**src/sv/pcrl_pkg.sv**
```systemverilog
// ----------------------------------------------------------------------------
// pcrl_pkg: shared types and constants for the colour ramp lookup
// Holds opcodes, field widths and the cell-to-cell scan record.
// ----------------------------------------------------------------------------
package pcrl_pkg;
    localparam logic OP_QUERY = 1'b0;
    localparam logic OP_WRITE = 1'b1;

    localparam logic [1:0] REG_MODE  = 2'd0;
    localparam logic [1:0] REG_COUNT = 2'd1;

    localparam int PosW = 16;
    localparam int ColW = 32;

    // Running neighbour search carried from cell to cell.
    typedef struct packed {
        logic            have_lo;
        logic [PosW-1:0] lo;
        logic [ColW-1:0] lo_col;
        logic            have_hi;
        logic [PosW-1:0] hi;
        logic [ColW-1:0] hi_col;
    } t_scan;

    // Reset contents of the control table.
    function automatic logic [PosW+ColW-1:0] reset_entry(input int i);
        case (i)
            0: reset_entry = {16'd0,     32'h000000FF};
            1: reset_entry = {16'd65535, 32'hFF0000FF};
            2: reset_entry = {16'd0,     32'h0000FFFF};
            3: reset_entry = {16'd16384, 32'h00FFFFFF};
            4: reset_entry = {16'd32768, 32'h00FF00FF};
            5: reset_entry = {16'd49151, 32'hFFFF00FF};
            6: reset_entry = {16'd65535, 32'hFF0000FF};
            default: reset_entry = '0;
        endcase
    endfunction
endpackage

```
**src/sv/pcrl_blend.sv**
```systemverilog
// ----------------------------------------------------------------------------
// pcrl_blend: serial interpolation of four colour channels
// One restoring division per channel, one quotient bit per cycle.
// ----------------------------------------------------------------------------
module pcrl_blend
    import pcrl_pkg::*;
(
    input  logic            i_clk,
    input  logic            i_rst_n,
    input  logic            i_start,
    input  t_scan           i_scan,
    input  logic [PosW-1:0] i_v,
    output logic            o_done,
    output logic [ColW-1:0] o_color
);
    // Numerator is at most 255*65535 plus half the divisor, which fits in 24 bits; 25 are kept.
    localparam int NumW = 25;

    logic            r_busy;
    logic [1:0]      r_ch;
    logic [4:0]      r_bit;
    logic [NumW-1:0] r_num;
    logic [PosW:0]   r_rem;
    logic [NumW-1:0] r_quo;
    logic [PosW-1:0] r_d;
    logic [PosW-1:0] r_wlo;
    logic [PosW-1:0] r_whi;
    logic [ColW-1:0] r_clo;
    logic [ColW-1:0] r_chi;
    logic [ColW-1:0] r_out;
    logic            r_done;
    logic [1:0]      r_phase;   // 0 multiply lo, 1 multiply hi, 2 divide, 3 store

    logic [7:0]      w_a;
    logic [7:0]      w_b;
    logic [23:0]     w_pa;
    logic [23:0]     w_pb;
    logic [PosW:0]   w_trial;
    logic [PosW:0]   w_sub;
    logic [7:0]      w_c;

    assign w_a     = r_clo[r_ch*8 +: 8];
    assign w_b     = r_chi[r_ch*8 +: 8];
    assign w_pa    = w_a * r_whi;
    assign w_pb    = w_b * r_wlo;
    assign w_trial = {r_rem[PosW-1:0], r_num[NumW-1]};
    assign w_sub   = w_trial - {1'b0, r_d};
    assign w_c     = (r_quo > NumW'(255)) ? 8'hFF : r_quo[7:0];

    always_ff @(posedge i_clk) begin
        if (!i_rst_n) begin
            r_busy <= 1'b0;
            r_done <= 1'b0;
        end else begin
            r_done <= 1'b0;
            if (i_start) begin
                r_busy  <= 1'b1;
                r_ch    <= 2'd0;
                r_phase <= 2'd0;
                r_d     <= i_scan.hi - i_scan.lo;
                r_whi   <= i_scan.hi - i_v;
                r_wlo   <= i_v - i_scan.lo;
                r_clo   <= i_scan.lo_col;
                r_chi   <= i_scan.hi_col;
            end else if (r_busy) begin
                unique case (r_phase)
                    2'd0: begin
                        r_num   <= NumW'(w_pa) + NumW'(r_d >> 1);
                        r_phase <= 2'd1;
                    end
                    2'd1: begin
                        r_num   <= r_num + NumW'(w_pb);
                        r_rem   <= '0;
                        r_quo   <= '0;
                        r_bit   <= 5'(NumW - 1);
                        r_phase <= 2'd2;
                    end
                    2'd2: begin
                        r_num <= {r_num[NumW-2:0], 1'b0};
                        if (!w_sub[PosW]) begin
                            r_rem <= w_sub;
                            r_quo <= {r_quo[NumW-2:0], 1'b1};
                        end else begin
                            r_rem <= w_trial;
                            r_quo <= {r_quo[NumW-2:0], 1'b0};
                        end
                        if (r_bit == 5'd0) begin
                            r_phase <= 2'd3;
                        end else begin
                            r_bit <= r_bit - 5'd1;
                        end
                    end
                    default: begin
                        r_out[r_ch*8 +: 8] <= w_c;
                        r_phase <= 2'd0;
                        r_ch    <= r_ch + 2'd1;
                        if (r_ch == 2'd3) begin
                            r_busy <= 1'b0;
                            r_done <= 1'b1;
                        end
                    end
                endcase
            end
        end
    end

    assign o_done  = r_done;
    assign o_color = r_out;
endmodule

```
**config.mk**
```make
export PLATFORM = sky130hd
export DESIGN_NAME = pcrl_blend
export DESIGN_NICKNAME = d
export VERILOG_FILES = /design/src/sv/pcrl_pkg.sv /design/src/sv/pcrl_blend.sv
export SDC_FILE = /design/constraint.sdc
export NUM_CORES = 1
export LEC_CHECK = 0
export BUFFER_PORTS_ARGS = -buffer_cell sky130_fd_sc_hd__buf_4
export CAP_MARGIN = 20
export CELL_PAD_IN_SITES_DETAIL_PLACEMENT = 1
export CELL_PAD_IN_SITES_GLOBAL_PLACEMENT = 2
export CORE_ASPECT_RATIO = 1.5
export CORE_MARGIN = 2
export CORE_UTILIZATION = 44
export CTS_CLUSTER_DIAMETER = 30
export DETAILED_ROUTE_END_ITERATION = 10
export PLACE_DENSITY_LB_ADDON = 0.12
export SKIP_CTS_REPAIR_TIMING = 1
export SYNTH_ARGS = -nofsm -noshare
export SYNTH_HDL_FRONTEND = slang
export SYNTH_SLANG_ARGS = --single-unit
```
**constraint.sdc**
```tcl
create_clock -name i_clk -period 11.58 [get_ports i_clk]
set_input_delay 0.579 -clock i_clk [delete_from_list [all_inputs] [get_ports i_clk]]
set_output_delay 0.579 -clock i_clk [all_outputs]
set_load 0.05 [all_outputs]
```
### After elaboration in Yosys (flattened, before gate mapping)

Index checks and enable logic that the tools add are counted.

| storage, ports and cells | value |
|---|---|
| register bits | 221 |
| output and inout port bits | 33 |
| word-level logic and storage cells | 73 |

| cells by class | value |
|---|---|
| add/sub/neg operators | 9 |
| $mul | 2 |
| $lt $le $gt $ge | 1 |
| eq/ne operators | 6 |
| shift-type cells | 4 |
| muxes and demuxes | 19 |
| bitwise operators | 4 |
| reductions and logical operators | 14 |

Operators with widths:

| kind | count |
|---|---|
| one-hot mux 25 bit (3 select lines) | 1 |
| variable part select 32 x 6 -> 8 bit | 2 |
| one-hot mux 25 bit (2 select lines) | 1 |
| multiplier 8 x 16 -> 24 bit | 2 |
| subtractor 16 bit | 3 |
| negation 5 -> 34 bit | 1 |
| variable shift 8 x 34 -> 32 bit (first input constant) | 1 |
| variable part select 8 x 34 -> 32 bit | 1 |
| bitwise mux 32 bit | 1 |
| one-hot mux 16 bit (2 select lines) | 1 |
| adder 24 x 15 -> 25 bit | 1 |
| adder 25 x 24 -> 25 bit | 1 |
| greater-than comparator 25 x 8 -> 1 bit (second input constant) | 1 |
| subtractor 17 x 16 -> 17 bit | 1 |
| 2-to-1 mux 16 bit | 1 |
| AND reduction 4 bit | 3 |
| one-hot mux 5 bit (2 select lines) | 1 |
| 2-to-1 mux 2 bit | 4 |
| 2-to-1 mux 8 bit | 1 |
| 2-to-1 mux 1 bit | 6 |
| one-hot mux 2 bit (3 select lines) | 1 |
| AND reduction 3 bit | 2 |
| OR reduction 6 bit | 1 |
| zero test 5 bit | 1 |
| other kinds (15) | 20 |

### Logic depth before layout (Yosys ltp)

| logic depth | value |
|---|---|
| depth after elaboration | 5 |
| depth in mapped cells | 22 |

### Worst setup path after synthesis

Ideal clock, no wire load.

| timing | value |
|---|---|
| path type | reg2reg |
| start | reg r_ch[1] |
| end | reg r_num[23] (data pin) |
| arrival time | 5.734 ns |
| data required time | 11.309 ns |
| setup slack | 5.575 ns |
| cell stages (with the launch flop) | 22 |
| path buffers | 3 |
| period minus slack after synthesis | 6.005 ns |
| cells stage by stage | edfxtp_1 clkbuf_1 buf_1 mux4_2 clkbuf_1 nand2_1 fa_1 inv_1 fa_1 fa_1 inv_1 fa_1 inv_1 ha_1 a21o_1 a221oi_2 a22oi_1 a21oi_1 o21ai_0 a31oi_1 mux2i_1 o211ai_1 |

| between the ends | value |
|---|---|
| longest elaborated chain between the ends | 4 |
| elaborated cells on any way between the ends | 7 |
| those cells by class | 2 x add/sub; 2 x mul; 2 x shift; 1 x mux |

Ends and longest elaborated chain:

| element | RTL line | RTL |
|---|---|---|
| start: declaration | pcrl_blend.sv:20 | `logic [1:0] r_ch;` |
| start signal: assignment | pcrl_blend.sv:96 | `r_ch <= r_ch + 2'd1;` |
| variable part select 32 x 6 -> 8 bit (on tied branches) | pcrl_blend.sv:43, pcrl_blend.sv:42 |  |
| multiplier 8 x 16 -> 24 bit (on tied branches) | pcrl_blend.sv:45, pcrl_blend.sv:44 |  |
| adder 25 x 24 -> 25 bit or adder 24 x 15 -> 25 bit (tied branches) | pcrl_blend.sv:72, pcrl_blend.sv:68 |  |
| one-hot mux 25 bit (3 select lines) * | pcrl_blend.sv:66 | `unique case (r_phase)` |
| end signal: assignment | pcrl_blend.sv:68 | `r_num <= NumW'(w_pa) + NumW'(r_d >> 1);` |
| end signal: assignment | pcrl_blend.sv:72 | `r_num <= r_num + NumW'(w_pb);` |
| end signal: assignment | pcrl_blend.sv:79 | `r_num <= {r_num[NumW-2:0], 1'b0};` |
| end: declaration | pcrl_blend.sv:22 | `logic [NumW-1:0] r_num;` |

Mark *: on every way between the ends. The rest lies on a longest branch, timed or not.
A chain may end at the register's enable or synchronous reset.

### Worst setup path in the final report

Ends and elaborated chain as after synthesis.

==> results.py <==
metrics = {
    "min_path": {
        "hold_start": "i_scan[70]",
        "hold_class": "input pin to register",
        "hold_end": "r_clo[21]",
        "hold_depth": 1,
    },
    "setup_path": {
        "critPathLaunchType": "register",
        "crit_family": "adder cells",
        "slowest_delay_ns": 1.03,
        "crit_buf_inv": 2,
        "crit_fanout": 20,
        "r2r_end": "r_num[23]",
        "r2r_cells": 17,
        "worstPathCellList": "mux4_2 > and2_1 > fa_1 > fa_1 > fa_1 > inv_1 > fa_1 > inv_1 > ha_1 > and3_1 > a221oi_2 > a22oi_1 > a21oi_1 > o21ai_0 > a31oi_1 > mux2i_1 > o211ai_1",
        "crit_slowest_cell": "edfxtp_1",
        "worstPathRequired_ns": 11.88,
        "r2r_start": "r_ch[1]",
        "r2r_slack_ns": 4.82,
        "crit_arrival_ns": 7.06,
        "crit_path_end_kind": "register",
        "critPathKind": "register to register",
        "crit_top_cell": "fa_1",
    },
    "finish": {
        "regArea_um2": 6620,
        "syn2layout_area_growth_pct": 16.4,
        "multi_input_area_um2": 12400,
        "fin_cells": 2791,
        "insertedDiodeCount": 0,
        "nFillCells": 5170,
        "nNetsFinal": 2652,
        "fin_area_um2": 23900,
        "drive_above_1_share": 0.123,
    },
    "sta": {
        "period_needed_ns": 6.76,
        "slew_headroom": 0.280,
        "rsz0062_at_grt": "false",
        "fmax_mhz": 148,
        "finalMaxSlewViolations": 0,
        "setup-tns-final_ns": 0,
        "final_hold_viol_count": 0,
        "fin_crit_sh": 0.584,
        "setup_violations": 0,
        "tightest_slew_ns": 1.08,
        "skew_ns": 0.0342,
    },
    "global_routing": {
        "grt_max_degree": 74,
        "grt_usage": 0.213,
        "antenna_found_initial": 0,
        "grt_pass1_vias": 16100,
        "grt-ovfl-total": 0,
        "grt_pass1_wl_um": 82700,
    },
    "cts": {
        "clk_path_buf_depth": 3,
        "root_buffer": "clkbuf_16",
        "cts_buffers": 48,
        "clkTransAtPathRegs_ns": 0.05,
        "clk_latency_ns": 0.57,
        "clkSinkCount": 221,
        "cts-htree-levels": 2,
        "tritoncts": "yes",
    },
    "synth": {
        "syn-cell-area_um2": 20600,
        "syn_inst": 1998,
        "syn-num-nets": 2491,
        "synth_edf_count": 219,
        "ys_warn_count": 0,
        "avgSynthCellArea_um2": 10.3,
        "synth_ff_type": "edfxtp_1",
        "ys_types": 77,
        "ys_seq_area_frac": 0.322,
        "ys_async_sr_fraction": 0,
        "ys_ff_latch": 221,
    },
    "drt": {
        "wl_met3_um": 1410,
        "drt_iter0_markers": 412,
        "num_vias": 14400,
        "detail-route-antenna-nets": 0,
        "top_layer": "met4",
        "wl_per_cell_um": 18.1,
        "drcViolationCount": 0,
        "via_per_inst": 5.15,
        "routed_wl_um": 50600,
        "wl_met2_um": 27600,
        "first_pass_iters": 5,
        "drt-met1-wl_um": 20200,
    },
    "place": {
        "dp_hpwl_um": 41400,
        "gp_congestion": 0.808,
        "detailed_place.area_um2": 22300,
        "io_buffers": 147,
        "placed_cells": 2703,
    },
    "floorplan": {
        "core_um2": 46500,
        "ioPinCount": 150,
        "start_util": 0.442,
        "die_h_um": 269,
        "dieArea_um2": 48500,
        "row_count": 97,
        "die_w_um": 180,
    },
    "power": {
        "combPwrFrac": 0.657,
        "power_density_nw_per_um2": 295,
        "finalPower_uw": 7060,
        "netSwitchingPower_uw": 3170,
        "p_clk_frac": 0.193,
        "p_sw_frac": 0.450,
        "seq_power_share": 0.150,
        "ir_drop_mv": 0.183,
        "p_leak_uw": 0.0110,
        "internal-power_uw": 3880,
    },
    "run_status": {
        "status": "finished, final reports clean",
    },
    "flow_run": {
        "max_cap_violations": 0,
    },
}
==> worst max path at each step <==
stage	startpoint	endpoint	cells after the start
5_1_grt	r_ch[0]	r_num[23]	19
3_3_place_gp	r_ch[1]	r_num[23]	17
6_report	r_ch[1]	r_num[23]	17
3_5_place_dp	r_ch[1]	r_num[23]	17
2_1_floorplan	r_ch[1]	r_num[23]	21
4_1_cts	r_ch[1]	r_num[23]	17
==> layout make-up <==
class,instances,share of cell area
clock buffer,53,0.0510
clock inverter,35,0.0169
inverter,366,0.0574
multi-input combinational,1367,0.518
sequential,221,0.277
tap,594,0.0311
timing repair buffer,155,0.0486
==> placed cells by master, fill, tap and decap left out, drive strengths merged, types with 5 or more instances in the layout <==
cell type / Yosys / routed
or3: 10 / 10
nor3: 20 / 20
o21bai: 8 / 8
inv: 366 / 372
a211oi: 11 / 11
o21ai: 51 / 51
nand3b: 5 / 5
nor2: 121 / 121
a31oi: 11 / 11
ha: 167 / 167
nor2b: 20 / 20
clkbuf: 40 / 53
mux2i: 13 / 13
buf: 4 / 155
and2: 184 / 184
o21a: 13 / 13
a211o: 7 / 7
and3: 14 / 14
xnor2: 51 / 51
nand2b: 17 / 17
edfxtp: 219 / 219
xor2: 25 / 25
a21boi: 11 / 11
nand3: 28 / 28
clkinv: 0 / 19
a21o: 20 / 20
bufinv: 0 / 6
a221oi: 10 / 10
a21oi: 83 / 83
nand2: 163 / 163
mux4: 16 / 16
o31ai: 6 / 6
fa: 209 / 209
a22oi: 8 / 8
o211ai: 7 / 7
==> cells in the mapped netlist, drive strengths merged, types with 3 or more instances <==
library cell | n | area, µm²
a2111o | 3 | 33.8
nand3 | 28 | 153
or3 | 10 | 62.6
a21oi | 83 | 415
o31a | 3 | 26.3
inv | 366 | 1370
a211oi | 11 | 92.6
xor2 | 25 | 219
nand3b | 5 | 37.5
edfxtp | 219 | 6580
nor3b | 4 | 30.0
or2 | 3 | 18.8
nor2b | 20 | 133
nor4 | 4 | 25.0
a22oi | 8 | 60.1
nand2 | 163 | 612
a21boi | 11 | 82.6
o21a | 13 | 97.6
o211ai | 7 | 57.6
and3 | 14 | 87.6
and2 | 184 | 1150
buf | 4 | 23.8
clkbuf | 40 | 150
o21ai | 51 | 255
nand4 | 4 | 25.0
a21o | 20 | 150
o21bai | 8 | 60.1
a2111oi | 4 | 41.3
mux4 | 16 | 360
a211o | 7 | 61.3
mux2i | 13 | 130
ha | 167 | 2090
nor3 | 20 | 100
a221oi | 10 | 93.8
fa | 209 | 4180
nor2 | 121 | 457
nand2b | 17 | 106
o31ai | 6 | 45.0
o41ai | 3 | 33.8
a31oi | 11 | 83.8
xnor2 | 51 | 447
==> power by group through the flow <==
stage,Sequential [µW],Combinational [µW],Clock [µW]
floorplan,1050,3660,0
global placement,1080,4580,0
detailed placement,1080,4660,0
CTS,1060,4720,1390
global route,1070,5370,1420
finish,1060,4630,1360
==> layer usage <==
layer | vias to the layer above | GRT usage
met1 | 7191 | 0.243
met3 | 65 | 0.0263
met2 | 190 | 0.414
met4 | 0 | 0.0643
li1 | 6936 | -
met5 | - | 0
==> sequential cells by signal, indices dropped and copies added, names as in the netlist <==
signal and flops:
r_ch 2, r_wlo 16, r_rem 16, r_num 25
r_whi 16, r_clo 32, r_bit 5, r_d 16
o_done 1, r_busy 1, r_quo 25, r_chi 32
r_phase 2, o_color 32
==> stage by stage <==
stage | util | hold slack (ns) | setup WS, ns
finish | 0.515 | 0.179 | 4.82
global route | 0.515 | 0.153 | 4.45
CTS | 0.515 | 0.148 | 4.75
detailed placement | 0.480 | 0.530 | 4.75
global placement | 0.480 | 0.514 | 4.81
floorplan | - | 0.501 | 5.58
==> logic make-up after synthesis <==
family | synth area share
buf+inv | 0.0753
flops | 0.322
xor+xnor | 0.0324
mux | 0.0246
simple gates | 0.149
compound gates | 0.0914
fa+ha+maj | 0.305
Power figures use the tool's default switching activity.
