--- src/sv/pcrl_pkg.sv ---
// ----------------------------------------------------------------------------
// pcrl_pkg: shared types and constants for the colour ramp lookup
// Holds opcodes, field widths and the cell-to-cell scan record.
// ----------------------------------------------------------------------------
package pcrl_pkg;
    localparam logic OP_QUERY = 1'b0;
    localparam logic OP_WRITE = 1'b1;

    localparam logic [1:0] REG_MODE  = 2'd0;
    localparam logic [1:0] REG_COUNT = 2'd1;

    localparam int PosW = 16;
    localparam int ColW = 32;

    // Running neighbour search carried from cell to cell.
    typedef struct packed {
        logic            have_lo;
        logic [PosW-1:0] lo;
        logic [ColW-1:0] lo_col;
        logic            have_hi;
        logic [PosW-1:0] hi;
        logic [ColW-1:0] hi_col;
    } t_scan;

    // Reset contents of the control table.
    function automatic logic [PosW+ColW-1:0] reset_entry(input int i);
        case (i)
            0: reset_entry = {16'd0,     32'h000000FF};
            1: reset_entry = {16'd65535, 32'hFF0000FF};
            2: reset_entry = {16'd0,     32'h0000FFFF};
            3: reset_entry = {16'd16384, 32'h00FFFFFF};
            4: reset_entry = {16'd32768, 32'h00FF00FF};
            5: reset_entry = {16'd49151, 32'hFFFF00FF};
            6: reset_entry = {16'd65535, 32'hFF0000FF};
            default: reset_entry = '0;
        endcase
    endfunction
endpackage

--- src/sv/pcrl_cell.sv ---
// ----------------------------------------------------------------------------
// pcrl_cell: one control point of the ramp
// Stores one entry and, on a scan step, folds it into the passing record.
// ----------------------------------------------------------------------------
module pcrl_cell
    import pcrl_pkg::*;
#(
    parameter int IDX = 0
) (
    input  logic            i_clk,
    input  logic            i_rst_n,
    input  logic            i_we,
    input  logic [PosW-1:0] i_wpos,
    input  logic [ColW-1:0] i_wcol,
    input  logic            i_step,
    input  logic            i_active,
    input  logic [PosW-1:0] i_v,
    input  t_scan           i_scan,
    output t_scan           o_scan
);
    logic [PosW-1:0] r_pos;
    logic [ColW-1:0] r_col;
    t_scan           r_scan;
    t_scan           n_scan;

    always_ff @(posedge i_clk) begin
        if (!i_rst_n) begin
            {r_pos, r_col} <= reset_entry(IDX);
        end else if (i_we) begin
            r_pos <= i_wpos;
            r_col <= i_wcol;
        end
    end

    always_comb begin
        n_scan = i_scan;
        if (i_active) begin
            if (r_pos <= i_v) begin
                if (!i_scan.have_lo || r_pos >= i_scan.lo) begin
                    n_scan.have_lo = 1'b1;
                    n_scan.lo      = r_pos;
                    n_scan.lo_col  = r_col;
                end
            end else if (!i_scan.have_hi || r_pos <= i_scan.hi) begin
                n_scan.have_hi = 1'b1;
                n_scan.hi      = r_pos;
                n_scan.hi_col  = r_col;
            end
        end
    end

    always_ff @(posedge i_clk) begin
        if (i_step) r_scan <= n_scan;
    end
    assign o_scan = r_scan;
endmodule

--- config.mk ---
export PLATFORM = sky130hd
export DESIGN_NAME = pcrl_cell
export DESIGN_NICKNAME = d
export VERILOG_FILES = /design/src/sv/pcrl_pkg.sv /design/src/sv/pcrl_cell.sv
export SDC_FILE = /design/constraint.sdc
export NUM_CORES = 1
export LEC_CHECK = 0
export BUFFER_PORTS_ARGS = -buffer_cell sky130_fd_sc_hd__clkbuf_2
export CORE_UTILIZATION = 50
export DETAILED_ROUTE_END_ITERATION = 16
export GPL_TIMING_DRIVEN = 0
export PLACE_DENSITY = 0.79
export SLEW_MARGIN = 30
export SYNTH_ARGS = -nofsm -noshare
export SYNTH_HDL_FRONTEND = slang
export SYNTH_SLANG_ARGS = --single-unit
--- constraint.sdc ---
create_clock -name i_clk -period 2.95 [get_ports i_clk]
set_clock_uncertainty 0.1 [all_clocks]
set_input_delay 0.295 -clock i_clk [delete_from_list [all_inputs] [get_ports i_clk]]
set_output_delay 0.295 -clock i_clk [all_outputs]
set_load 0.005 [all_outputs]
After elaboration in Yosys (flattened, before gate mapping)
Cells that the tools add are included.
{ "classes": {"magnitude_cmp": 3, "n_mux": 5, "reduce_logical": 4} }
{ "op_table": {"columns": ["op", "count"], "rows": [
  ["$mux 49", 4],
  ["$mux 98", 1],
  ["$le 16x16->1", 2],
  ["$ge 16x16->1", 1],
  ["$logic_not 1->1", 2],
  ["$logic_or 1x1->1", 2]
]} }
{ "totals": {"reg_bits": 146, "inputBits": 167, "output_inout_bits": 98, "word_cells": 20} }

Logic depth before layout (Yosys ltp)
Gate-level depths: netlist of run 1.
{ "depth": {"word_depth": 5, "mapped_depth": 10, "ltp_nobuf": 8} }

Least setup slack after synthesis of run 1
OpenSTA, ideal clock, no wires.
{ "synth_timing": {"kind": "reg-to-reg", "start": "register r_pos[13]", "end": "register r_scan, in the netlist o_scan[28] (data pin)", "setup_time_ps": 260, "arrival_time_ps": 2246, "required_time_ps": 2590, "slack_ps": 343, "stages_incl_launch_ff": 10, "n_path_buf": 2, "period_less_slack_ps": 2607, "cell_sequence": "dfxtp_1 ha_1 nand4_2 nor4_4 o21ai_2 a32oi_2 and3_4 buf_12 buf_12 mux2_4"} }
{ "synth_rtl": {"columns": ["element", "line_no", "text"], "rows": [
  ["from (decl)", "pcrl_cell.sv:21", "logic [PosW-1:0] r_pos;"],
  ["from (signal assigned)", "pcrl_cell.sv:28", "{r_pos, r_col} <= reset_entry(IDX);"],
  ["from (signal assigned)", "pcrl_cell.sv:30", "r_pos <= i_wpos;"],
  ["to (signal assigned)", "pcrl_cell.sv:53", "if (i_step) r_scan <= n_scan;"],
  ["to (decl)", "pcrl_cell.sv:23", "t_scan r_scan;"]
]} }

==> flow_summary.toml, run 1 <==
[grt]
grt_pass1_vias = 5453
antenna_found_initial = 0
grt_max_degree = 75
grt_use_total = 0.240
gr-total-overflow = 0
grt_pass1_wl_um = 27100

[place]
place.gp.congestion = 0.875
io_buffers = 262
place_area_um2 = 8810
place_ws_ns = -0.0687
place_hpwl_um = 13300

[drt]
viasPerCell = 5.17
vias = 5259
drt_iter0_drc = 218
postRouteAntennaNets = 0
drc = 0
wl_per_cell_um = 17.5
routed_wirelength_um = 17800
drtPass1Iterations = 4

[critical_path]
worst-path-max-fanout = 10
cp_num_buf_inv = 4
crit_path_top_delay_cell = "nor4_4"
cp_top_family = "simple AND/OR/NAND/NOR gates"
critPathKind = "reg -> reg"
cpMostUsedCell = "buf_4"
slowest_delay_ns = 0.38
path_cells = "ha_1, nand4_1, nor4_4, buf_4, buf_4, a32oi_2, a211o_1, buf_6, buf_12, mux2_1"
cp-start-kind = "flop"
crit_path_end_kind = "flop"
timing.critical_path.required_ns = 3.01
arrival_ns = 2.90

[logic_synthesis]
ys_warn_count = 0
netlist_area_um2 = 7240
syn_inst = 529
synthesis.nets = 744
seq_area_frac_synth = 0.539
ys_ff_latch = 146
ys_types = 44
syn_area_per_cell_um2 = 13.7

[cells_and_area]
antenna_cells = 0
fin_area_um2 = 9630
finalNetCount = 1039
final-seq-area_um2 = 3920
areaGrowthSynthToFinish_pct = 33.0
fillerInstances = 1006
drive_gt1_frac = 0.502
multi_input_comb_area_um2 = 3040

[timing]
worstMarginPinSlew_ns = 0.981
post-route-period-util = 0.962
max_freq_mhz = 352
max_slew_margin = 0.346
whs_ns = 0.0196
rsz0062_at_grt = "false"
worst_slack_ns = 0.112
hold_viol = 0
report.final.slew_viol_count = 0
setup_viol = 0
period_minus_slack_ns = 2.84

[cts]
clock_latency_ns = 0.42
clockBufferDepth = 2
cts_tree = "yes"
clock-root-buffer = "clkbuf_16"
numCtsBuffers = 17
numClockSinks = 146
htree_levels = 4
clk_pin_slew_ns = 0.06

[floorplan]
die_w_um = 122
io_pins = 265
start_util = 0.517
die-area_um2 = 15000
fp.coreArea_um2 = 14000
die_y_um = 122
num_rows = 43

[pwr]
power_density_nw_per_um2 = 549
power_switching_mw = 1.32
combPwrFrac = 0.145
seqPwrFrac = 0.458
vdd_ir_drop_max_mv = 0.352
switching_share = 0.251
p_int_mw = 3.96
pwr-share-clk = 0.397
power_leakage_nw = 4.57
power.total_mw = 5.28

[hold_path]
hold_class = "in -> reg"

[status]
outcome = "complete, no violations"

[job]
drv_cap = 0
repair_timing:
item	in CTS	in global routing
endpoints found under the setup margin	40	88
hold endpoints to repair	6	0
setup buffers	2	4
gates cloned	0	1
hold buffers	6	0
resized for setup	1	22
pin swaps	2	6
sequential cells by signal (all words and copies together), names as in the netlist:
register	flops
o_scan	98
r_col	32
r_pos	16
final cells by class:
class,instances,area share
clock inverters,15,0.0156
flip-flops and latches,146,0.407
inverters,47,0.0183
plain buffers,21,0.0191
clock buffers,17,0.0442
well taps,180,0.0234
repair buffers,276,0.156
multi-input cells,315,0.316
final timing paths:
check	startpoint	end	slack (ns)	cells past startpoint
min reg2reg	r_col[5]	r_col[5]	0.40	2
max	r_pos[10]	o_scan[79]	0.11	10
max reg2reg	r_pos[10]	o_scan[79]	0.11	10
min	i_wcol[4]	r_col[4]	0.02	3
kinds of logic after synthesis:
logic type,Yosys count,synth area share
AOI/OAI and AO/OA,37,0.0335
buffers and inverters,68,0.0467
muxes,144,0.226
adders and majority gates,48,0.0830
DFF,146,0.539
and+or+nand+nor,86,0.0712
cells in the mapped netlist:
master,number,area (µm²)
mux2i_1,48,480
a21boi_0,1,7.51
inv_1,47,176
o21ai_2,1,8.76
mux2_4,20,300
or2_2,1,6.26
a221o_1,1,10.0
dfxtp_1,48,961
buf_1,2,7.51
nor4_4,1,21.3
nor4_1,1,6.26
buf_6,3,33.8
o21ai_0,6,30.0
a32oi_2,1,16.3
buf_12,3,60.1
buf_2,3,15.0
a221oi_1,1,8.76
nand4_2,1,12.5
nand2_1,19,71.3
nand4b_1,1,8.76
nor3b_1,1,7.51
nor2b_1,43,269
a21o_1,3,22.5
and3_4,1,11.3
nor3_1,1,5.00
o21bai_1,1,7.51
a211o_1,1,8.76
nand4_1,4,25.0
a21oi_1,16,80.1
clkbuf_1,8,30.0
a2bb2oi_1,1,8.76
o21a_1,1,7.51
ha_1,48,601
buf_4,2,15.0
and4_1,3,26.3
and4b_1,1,10.0
mux2_2,68,766
nor2_1,4,15.0
nand3_1,4,20.0
o211ai_1,1,7.51
o211a_1,1,10.0
o311ai_1,1,8.76
mux2_1,8,90.1
edfxtp_1,98,2940
layer usage:
layer,wire (µm),GRT usage,up-vias
li1,-,-,2521
met1,7260,0.283,2521
met2,8970,0.412,178
met3,1020,0.0511,39
met4,529,0.122,0
met5,0,0,-
power groups by stage:
stage	combinational [mW]	clock, mW	sequential (mW)
floorplan	0.381	0	2.46
global placement	0.696	0	2.46
detailed placement	0.727	0	2.46
CTS	0.745	2.13	2.42
global route	0.840	2.20	2.44
finish	0.764	2.10	2.42
layout by cell type (no fill, tap or decap), types with 7 or more instances in the layout:
cell	Yosys	routed
clkbuf_16	0	18
dfxtp_2	0	9
buf_12	3	7
clkbuf_2	0	261
mux2_4	20	20
a21oi_1	16	16
nor2b_1	43	43
clkbuf_1	8	8
nand2_1	19	19
inv_1	47	47
mux2i_1	48	48
dfxtp_1	48	38
edfxtp_1	98	98
ha_1	48	46
mux2_1	8	8
mux2_2	68	68
tightest hold or removal path, stage by stage:
cell	delay (ns)
clkbuf_2	0.09
mux2i_1	0.06
nand2_1	0.06
stage by stage:
stage                      util  instances  setup TNS (ns)
after floorplan               -        529               0
after global placement    0.627        971               0
after detailed placement  0.630        972           -1.51
after CTS                 0.678       1012               0
after global routing      0.688       1017               0
final                     0.688       1017               0
(Power assumes the default switching activity.)
==> inputs of run 2 (changes only) <==
--- a/config.mk
+++ b/config.mk
@@ -5,11 +5,12 @@
 export SDC_FILE = /design/constraint.sdc
 export NUM_CORES = 1
 export LEC_CHECK = 0
+export ABC_AREA = 1
 export BUFFER_PORTS_ARGS = -buffer_cell sky130_fd_sc_hd__clkbuf_2
 export CORE_UTILIZATION = 50
 export DETAILED_ROUTE_END_ITERATION = 16
 export GPL_TIMING_DRIVEN = 0
-export PLACE_DENSITY = 0.79
+export PLACE_DENSITY = 0.78
 export SLEW_MARGIN = 30
 export SYNTH_ARGS = -nofsm -noshare
 export SYNTH_HDL_FRONTEND = slang
==> flow_summary.toml, run 2 <==
[logic_synthesis]
syn_inst = 856
ys_ff_latch = 146
synthesis.nets = 1071
netlist_area_um2 = 7470
seq_area_frac_synth = 0.522
synth-edff-count = 98
synth_most_common_cell = "nand2_1"
synthArstFlopShare = 0
synthTopCellsByArea = "edfxtp_1 39%, nand2_1 13%, dfxtp_1 13%"
synth_area_leader_cell = "edfxtp_1"
ys_types = 27
synth_common_cells = "262 x nand2_1, 99 x nand4_1, 98 x edfxtp_1, 92 x nor2_1, 64 x inv_1"
synth_ff_type = "edfxtp_1"
synth_top_area_share = 0.394
ys_warn_count = 0
syn_area_per_cell_um2 = 8.73

[grt]
gr-total-overflow = 0
grt_pass1_wl_um = 35100
grt_max_degree = 53
antenna_found_initial = 0
grt_use_total = 0.295
grt_pass1_vias = 6819

[critical_path]
r2r_setup_slack_ns = 0.37
worst-path-stages = 11
cp_top_family = "simple AND/OR/NAND/NOR gates"
reg2reg_from = "r_pos[5]"
path_cells = "ha_1, a21oi_1, nor2_1, nor3_1, nand2_1, nand2_1, nand2_1, buf_2, buf_4, nand4_1, nand2_1"
critPathKind = "reg -> reg"
cp-start-kind = "flop"
r2r-end = "o_scan[96]"
arrival_ns = 2.65
worst-path-max-fanout = 10
slowest_delay_ns = 0.51
cp_num_buf_inv = 2
crit_path_top_delay_cell = "dfxtp_1"
r2r.worst_path.cells = 11
timing.critical_path.required_ns = 3.02
crit_path_end_kind = "flop"
cpMostUsedCell = "nand2_1"

[drt]
routed_wirelength_um = 22800
wl_per_cell_um = 16.7
drt_iter0_drc = 593
vias = 7280
drtPass1Iterations = 6
drc = 0
postRouteAntennaNets = 0
viasPerCell = 5.35

[cts]
htree_levels = 4
clock_latency_ns = 0.43
clk_pin_slew_ns = 0.06
clockBufferDepth = 2
numClockSinks = 146
cts_tree = "yes"
numCtsBuffers = 17
clock-root-buffer = "clkbuf_16"

[floorplan]
die_w_um = 124
die_y_um = 124
die-area_um2 = 15400
fp.coreArea_um2 = 14500
start_util = 0.514
num_rows = 44
io_pins = 265

[pwr]
power_leakage_nw = 5.08
power.total_mw = 5.53
vdd_ir_drop_max_mv = 0.418
power_density_nw_per_um2 = 558

[status]
outcome = "complete, no violations"

[timing]
report.final.slew_viol_count = 0
rsz0062_at_grt = "false"
period_minus_slack_ns = 2.58
tns_ns = 0
worstMarginPinSlew_ns = 0.626
max_freq_mhz = 388
setup_viol = 0
hold_viol = 0
max_slew_margin = 0.582
post-route-period-util = 0.873

[cells_and_area]
antenna_cells = 0
finalNetCount = 1380
drive_gt1_frac = 0.274
areaGrowthSynthToFinish_pct = 32.6
final_cell_mix = "262 x nand2_1, 260 x clkbuf_2, 99 x nand4_1"
mostFrequentLayoutCell = "nand2_1"
largest_reg_flops = 98

[place]
place_hpwl_um = 16800
io_buffers = 261
place.gp.congestion = 0.896

[hold_path]
holdPathStages = 3
hold_class = "in -> reg"
min_from = "i_wcol[25]"
holdPathEnd = "r_col[25]"

[job]
drv_cap = 0
[run 2: cell types whose count changed in the layout (fill, tap and decap cells not counted), sizes merged, moves of 43 or more]
cell,change
mux2,-96
mux2i,-48
nor2,+90
nand2,+244
nor2b,-43
nand4,+94
[run 2: layout make-up]
class                      count  area (µm²)
sequential                   146        3900
inverter                      66         248
timing repair buffer         290        1620
tap                          184         230
multi-input combinational    588        3030
fill                        1192        4630
buffer                        56         294
clock inverter                 9         105
clock buffer                  22         474
[run 2: layer usage]
| metal | up-vias | part of all wire | track usage |
|---|---|---|---|
| met5 | - | 0 | 0 |
| met4 | 0 | 0.030 | 0.118 |
| met3 | 55 | 0.077 | 0.0565 |
| met2 | 378 | 0.47 | 0.480 |
| met1 | 3318 | 0.42 | 0.386 |
| li1 | 3529 | - | - |
[run 2: worst max-delay path by stage]
stage	slack [ns]	endpoint	start
global route	0.19	o_scan[78]	r_pos[5]
finish	0.37	o_scan[96]	r_pos[5]
floorplan	0.93	o_scan[28]	r_pos[15]
detailed placement	0.41	o_scan[78]	r_pos[5]
CTS	0.40	o_scan[78]	r_pos[5]
global placement	0.33	o_scan[79]	i_step
[run 2: logic make-up (layout without fill, tap and decap cells)]
kind of cell,count (synthesis),in the layout,share of synthesized area
buffers and inverters,122,443,0.0725
and+or+nand+nor,472,472,0.276
adders and majority gates,48,48,0.0804
AOI/OAI and AO/OA,68,68,0.0489
DFF,146,146,0.522
[run 2: worst min-delay path, stage by stage]
cell	delay, ns
clkbuf_2	0.08
nor2_1	0.03
nor2_1	0.09
[run 2: through the flow]
stage          worst slack [ns]  area (µm²)  std cells  hold WS [ns]   util
2_1_floorplan             0.930        7470        856         0.307      -
3_3_place_gp              0.325        9010       1301         0.366  0.620
3_5_place_dp              0.415        9040       1302         0.373  0.622
4_1_cts                   0.403        9900       1361      0.000278  0.681
5_1_grt                   0.190        9900       1361       0.00566  0.681
6_report                  0.373        9900       1361       0.00613  0.681
[run 2: timing repair]
| item | 4_1_cts | 5_1_grt |
|---|---|---|
| buffers inserted | 0 | 0 |
| hold endpoints to repair | 28 | 0 |
| gates resized for setup | 0 | 0 |
| hold buffers | 28 | 0 |
[run 2: where the power goes]
part | switching (mW) | leakage (nW) | internal [mW]
clock network | 0.837 | 0.278 | 1.30
registers | 0.0930 | 1.37 | 2.37
logic | 0.542 | 3.43 | 0.379
total | 1.47 | 5.08 | 4.06
==> inputs of run 3 (changes only) <==
--- a/config.mk
+++ b/config.mk
@@ -7,10 +7,10 @@
 export LEC_CHECK = 0
 export ABC_AREA = 1
 export BUFFER_PORTS_ARGS = -buffer_cell sky130_fd_sc_hd__clkbuf_2
-export CORE_UTILIZATION = 50
+export CORE_UTILIZATION = 45
 export DETAILED_ROUTE_END_ITERATION = 16
 export GPL_TIMING_DRIVEN = 0
-export PLACE_DENSITY = 0.78
+export PLACE_DENSITY = 0.71
 export SLEW_MARGIN = 30
 export SYNTH_ARGS = -nofsm -noshare
 export SYNTH_HDL_FRONTEND = slang
==> constraint.sdc (replaced) <==
create_clock -name i_clk -period 2.7 [get_ports i_clk]
set_clock_uncertainty 0.1 [all_clocks]
set_input_delay 0.27 -clock i_clk [delete_from_list [all_inputs] [get_ports i_clk]]
set_output_delay 0.27 -clock i_clk [all_outputs]
set_load 0.005 [all_outputs]
==> flow_summary.toml, run 3 (synthesized netlist as in run 2, its figures left out) <==
[place]
place_ws_ns = 0.188
place.gp.congestion = 0.860
placedCellCount = 1334
io_buffers = 261
place_hpwl_um = 16700

[cells_and_area]
drive_gt1_frac = 0.268
final_cell_mix = "262 x nand2_1, 260 x clkbuf_2, 99 x nand4_1"
antenna_cells = 0
largest_reg_flops = 98
fillerInstances = 1394
mostFrequentLayoutCell = "nand2_1"
finalNetCount = 1420
areaGrowthSynthToFinish_pct = 38.4
instances_no_fill = 1434

[timing]
max_freq_mhz = 394
max_slew_margin = 0.587
tns_ns = 0
hold_viol = 0
report.final.slew_viol_count = 0
period_minus_slack_ns = 2.54
worst_slack_ns = 0.164
setup_viol = 0
worstMarginPinSlew_ns = 0.619
rsz0062_at_grt = "false"
post-route-period-util = 0.939

[critical_path]
timing.critical_path.required_ns = 2.78
cp_num_buf_inv = 2
cpMostUsedCell = "nand2_1"
slowest_delay_ns = 0.47
cp_top_family = "simple AND/OR/NAND/NOR gates"
arrival_ns = 2.61
worst-path-max-fanout = 10
crit_path_end_kind = "flop"
cp-start-kind = "flop"
critPathKind = "reg -> reg"
path_cells = "ha_1, a21oi_1, o21ai_0, nand2_1, nand2_1, nor2_1, nand2_1, buf_2, buf_4, nand4_1, nand2_1"
crit_path_top_delay_cell = "dfxtp_1"

[drt]
viasPerCell = 5.17
vias = 7410
drc = 0
wl_per_cell_um = 16.6
drt_iter0_drc = 580
routed_wirelength_um = 23700
drtPass1Iterations = 5
postRouteAntennaNets = 0

[cts]
cts_tree = "yes"
clock_latency_ns = 0.42
htree_levels = 4
numCtsBuffers = 17
clk_pin_slew_ns = 0.06
numClockSinks = 146
clockBufferDepth = 2
cts_setup_buffers = 0
clock-root-buffer = "clkbuf_16"

[pwr]
power_density_nw_per_um2 = 588
power_leakage_nw = 5.24
power.total_mw = 6.08
vdd_ir_drop_max_mv = 0.462

[grt]
grt_pass1_wl_um = 36100
antenna_found_initial = 0
grt_max_degree = 51
gr-total-overflow = 0
grt_pass1_vias = 7027
grt_use_total = 0.284

[status]
outcome = "complete, no violations"

[floorplan]
io_pins = 265
start_util = 0.465
fp.coreArea_um2 = 16100
num_rows = 46
die-area_um2 = 17100
die_w_um = 131
die_y_um = 131

[hold_path]
hold_class = "in -> reg"

[job]
drv_cap = 0
==> run 3: area by class of cell <==
type | instances | area [µm²] | share of cell area
Sequential cell | 146 | 3910 | 0.377
Multi-Input combinational cell | 588 | 3030 | 0.293
Timing Repair Buffer | 330 | 2020 | 0.196
Clock buffer | 20 | 447 | 0.0432
Buffer | 56 | 294 | 0.0284
Tap cell | 216 | 270 | 0.0261
Inverter | 66 | 248 | 0.0239
Clock inverter | 12 | 131 | 0.0127
==> run 3: worst min-delay path: stages <==
cell      delay (ns)
clkbuf_2        0.07
nand2_1         0.04
nand2_1         0.05
==> run 3: routing by layer <==
layer / track usage / part of all wire
met1: 0.370 / 0.42
met2: 0.449 / 0.46
met3: 0.0635 / 0.078
met4: 0.131 / 0.035
met5: 0 / 0
==> run 3: timing repair <==
item / in CTS / in global routing
endpoints found under the hold margin: 68 / 0
setup endpoints to repair: 0 / 2
hold buffers: 68 / 0
gates resized for setup: 0 / 1
==> run 3: power by group <==
part / switching, mW / internal, mW / leakage [nW]
Sequential: 0.101 / 2.59 / 1.37
Clock: 0.948 / 1.39 / 0.274
Combinational: 0.602 / 0.451 / 3.60
Total: 1.65 / 4.43 / 5.24
==> run 3: path summary, 6_finish.rpt <==
check	startpoint	endpoint	slack [ns]	cells past startpoint
setup / recovery	r_pos[9]	o_scan[78]	0.16	11
hold reg to reg	r_col[6]	r_col[6]	0.39	2
setup reg to reg	r_pos[9]	o_scan[78]	0.16	11
hold / removal	i_scan[70]	o_scan[70]	0.01	3
==> run 3: stage by stage <==
| step | area (µm²) | hold slack [ns] | utilization |
|---|---|---|---|
| floorplan | 7470 | 0.282 | - |
| global placement | 9050 | 0.363 | 0.564 |
| detailed placement | 9080 | 0.370 | 0.566 |
| CTS | 10300 | 0.000316 | 0.644 |
| global route | 10300 | 0.00487 | 0.644 |
| finish | 10300 | 0.0136 | 0.644 |
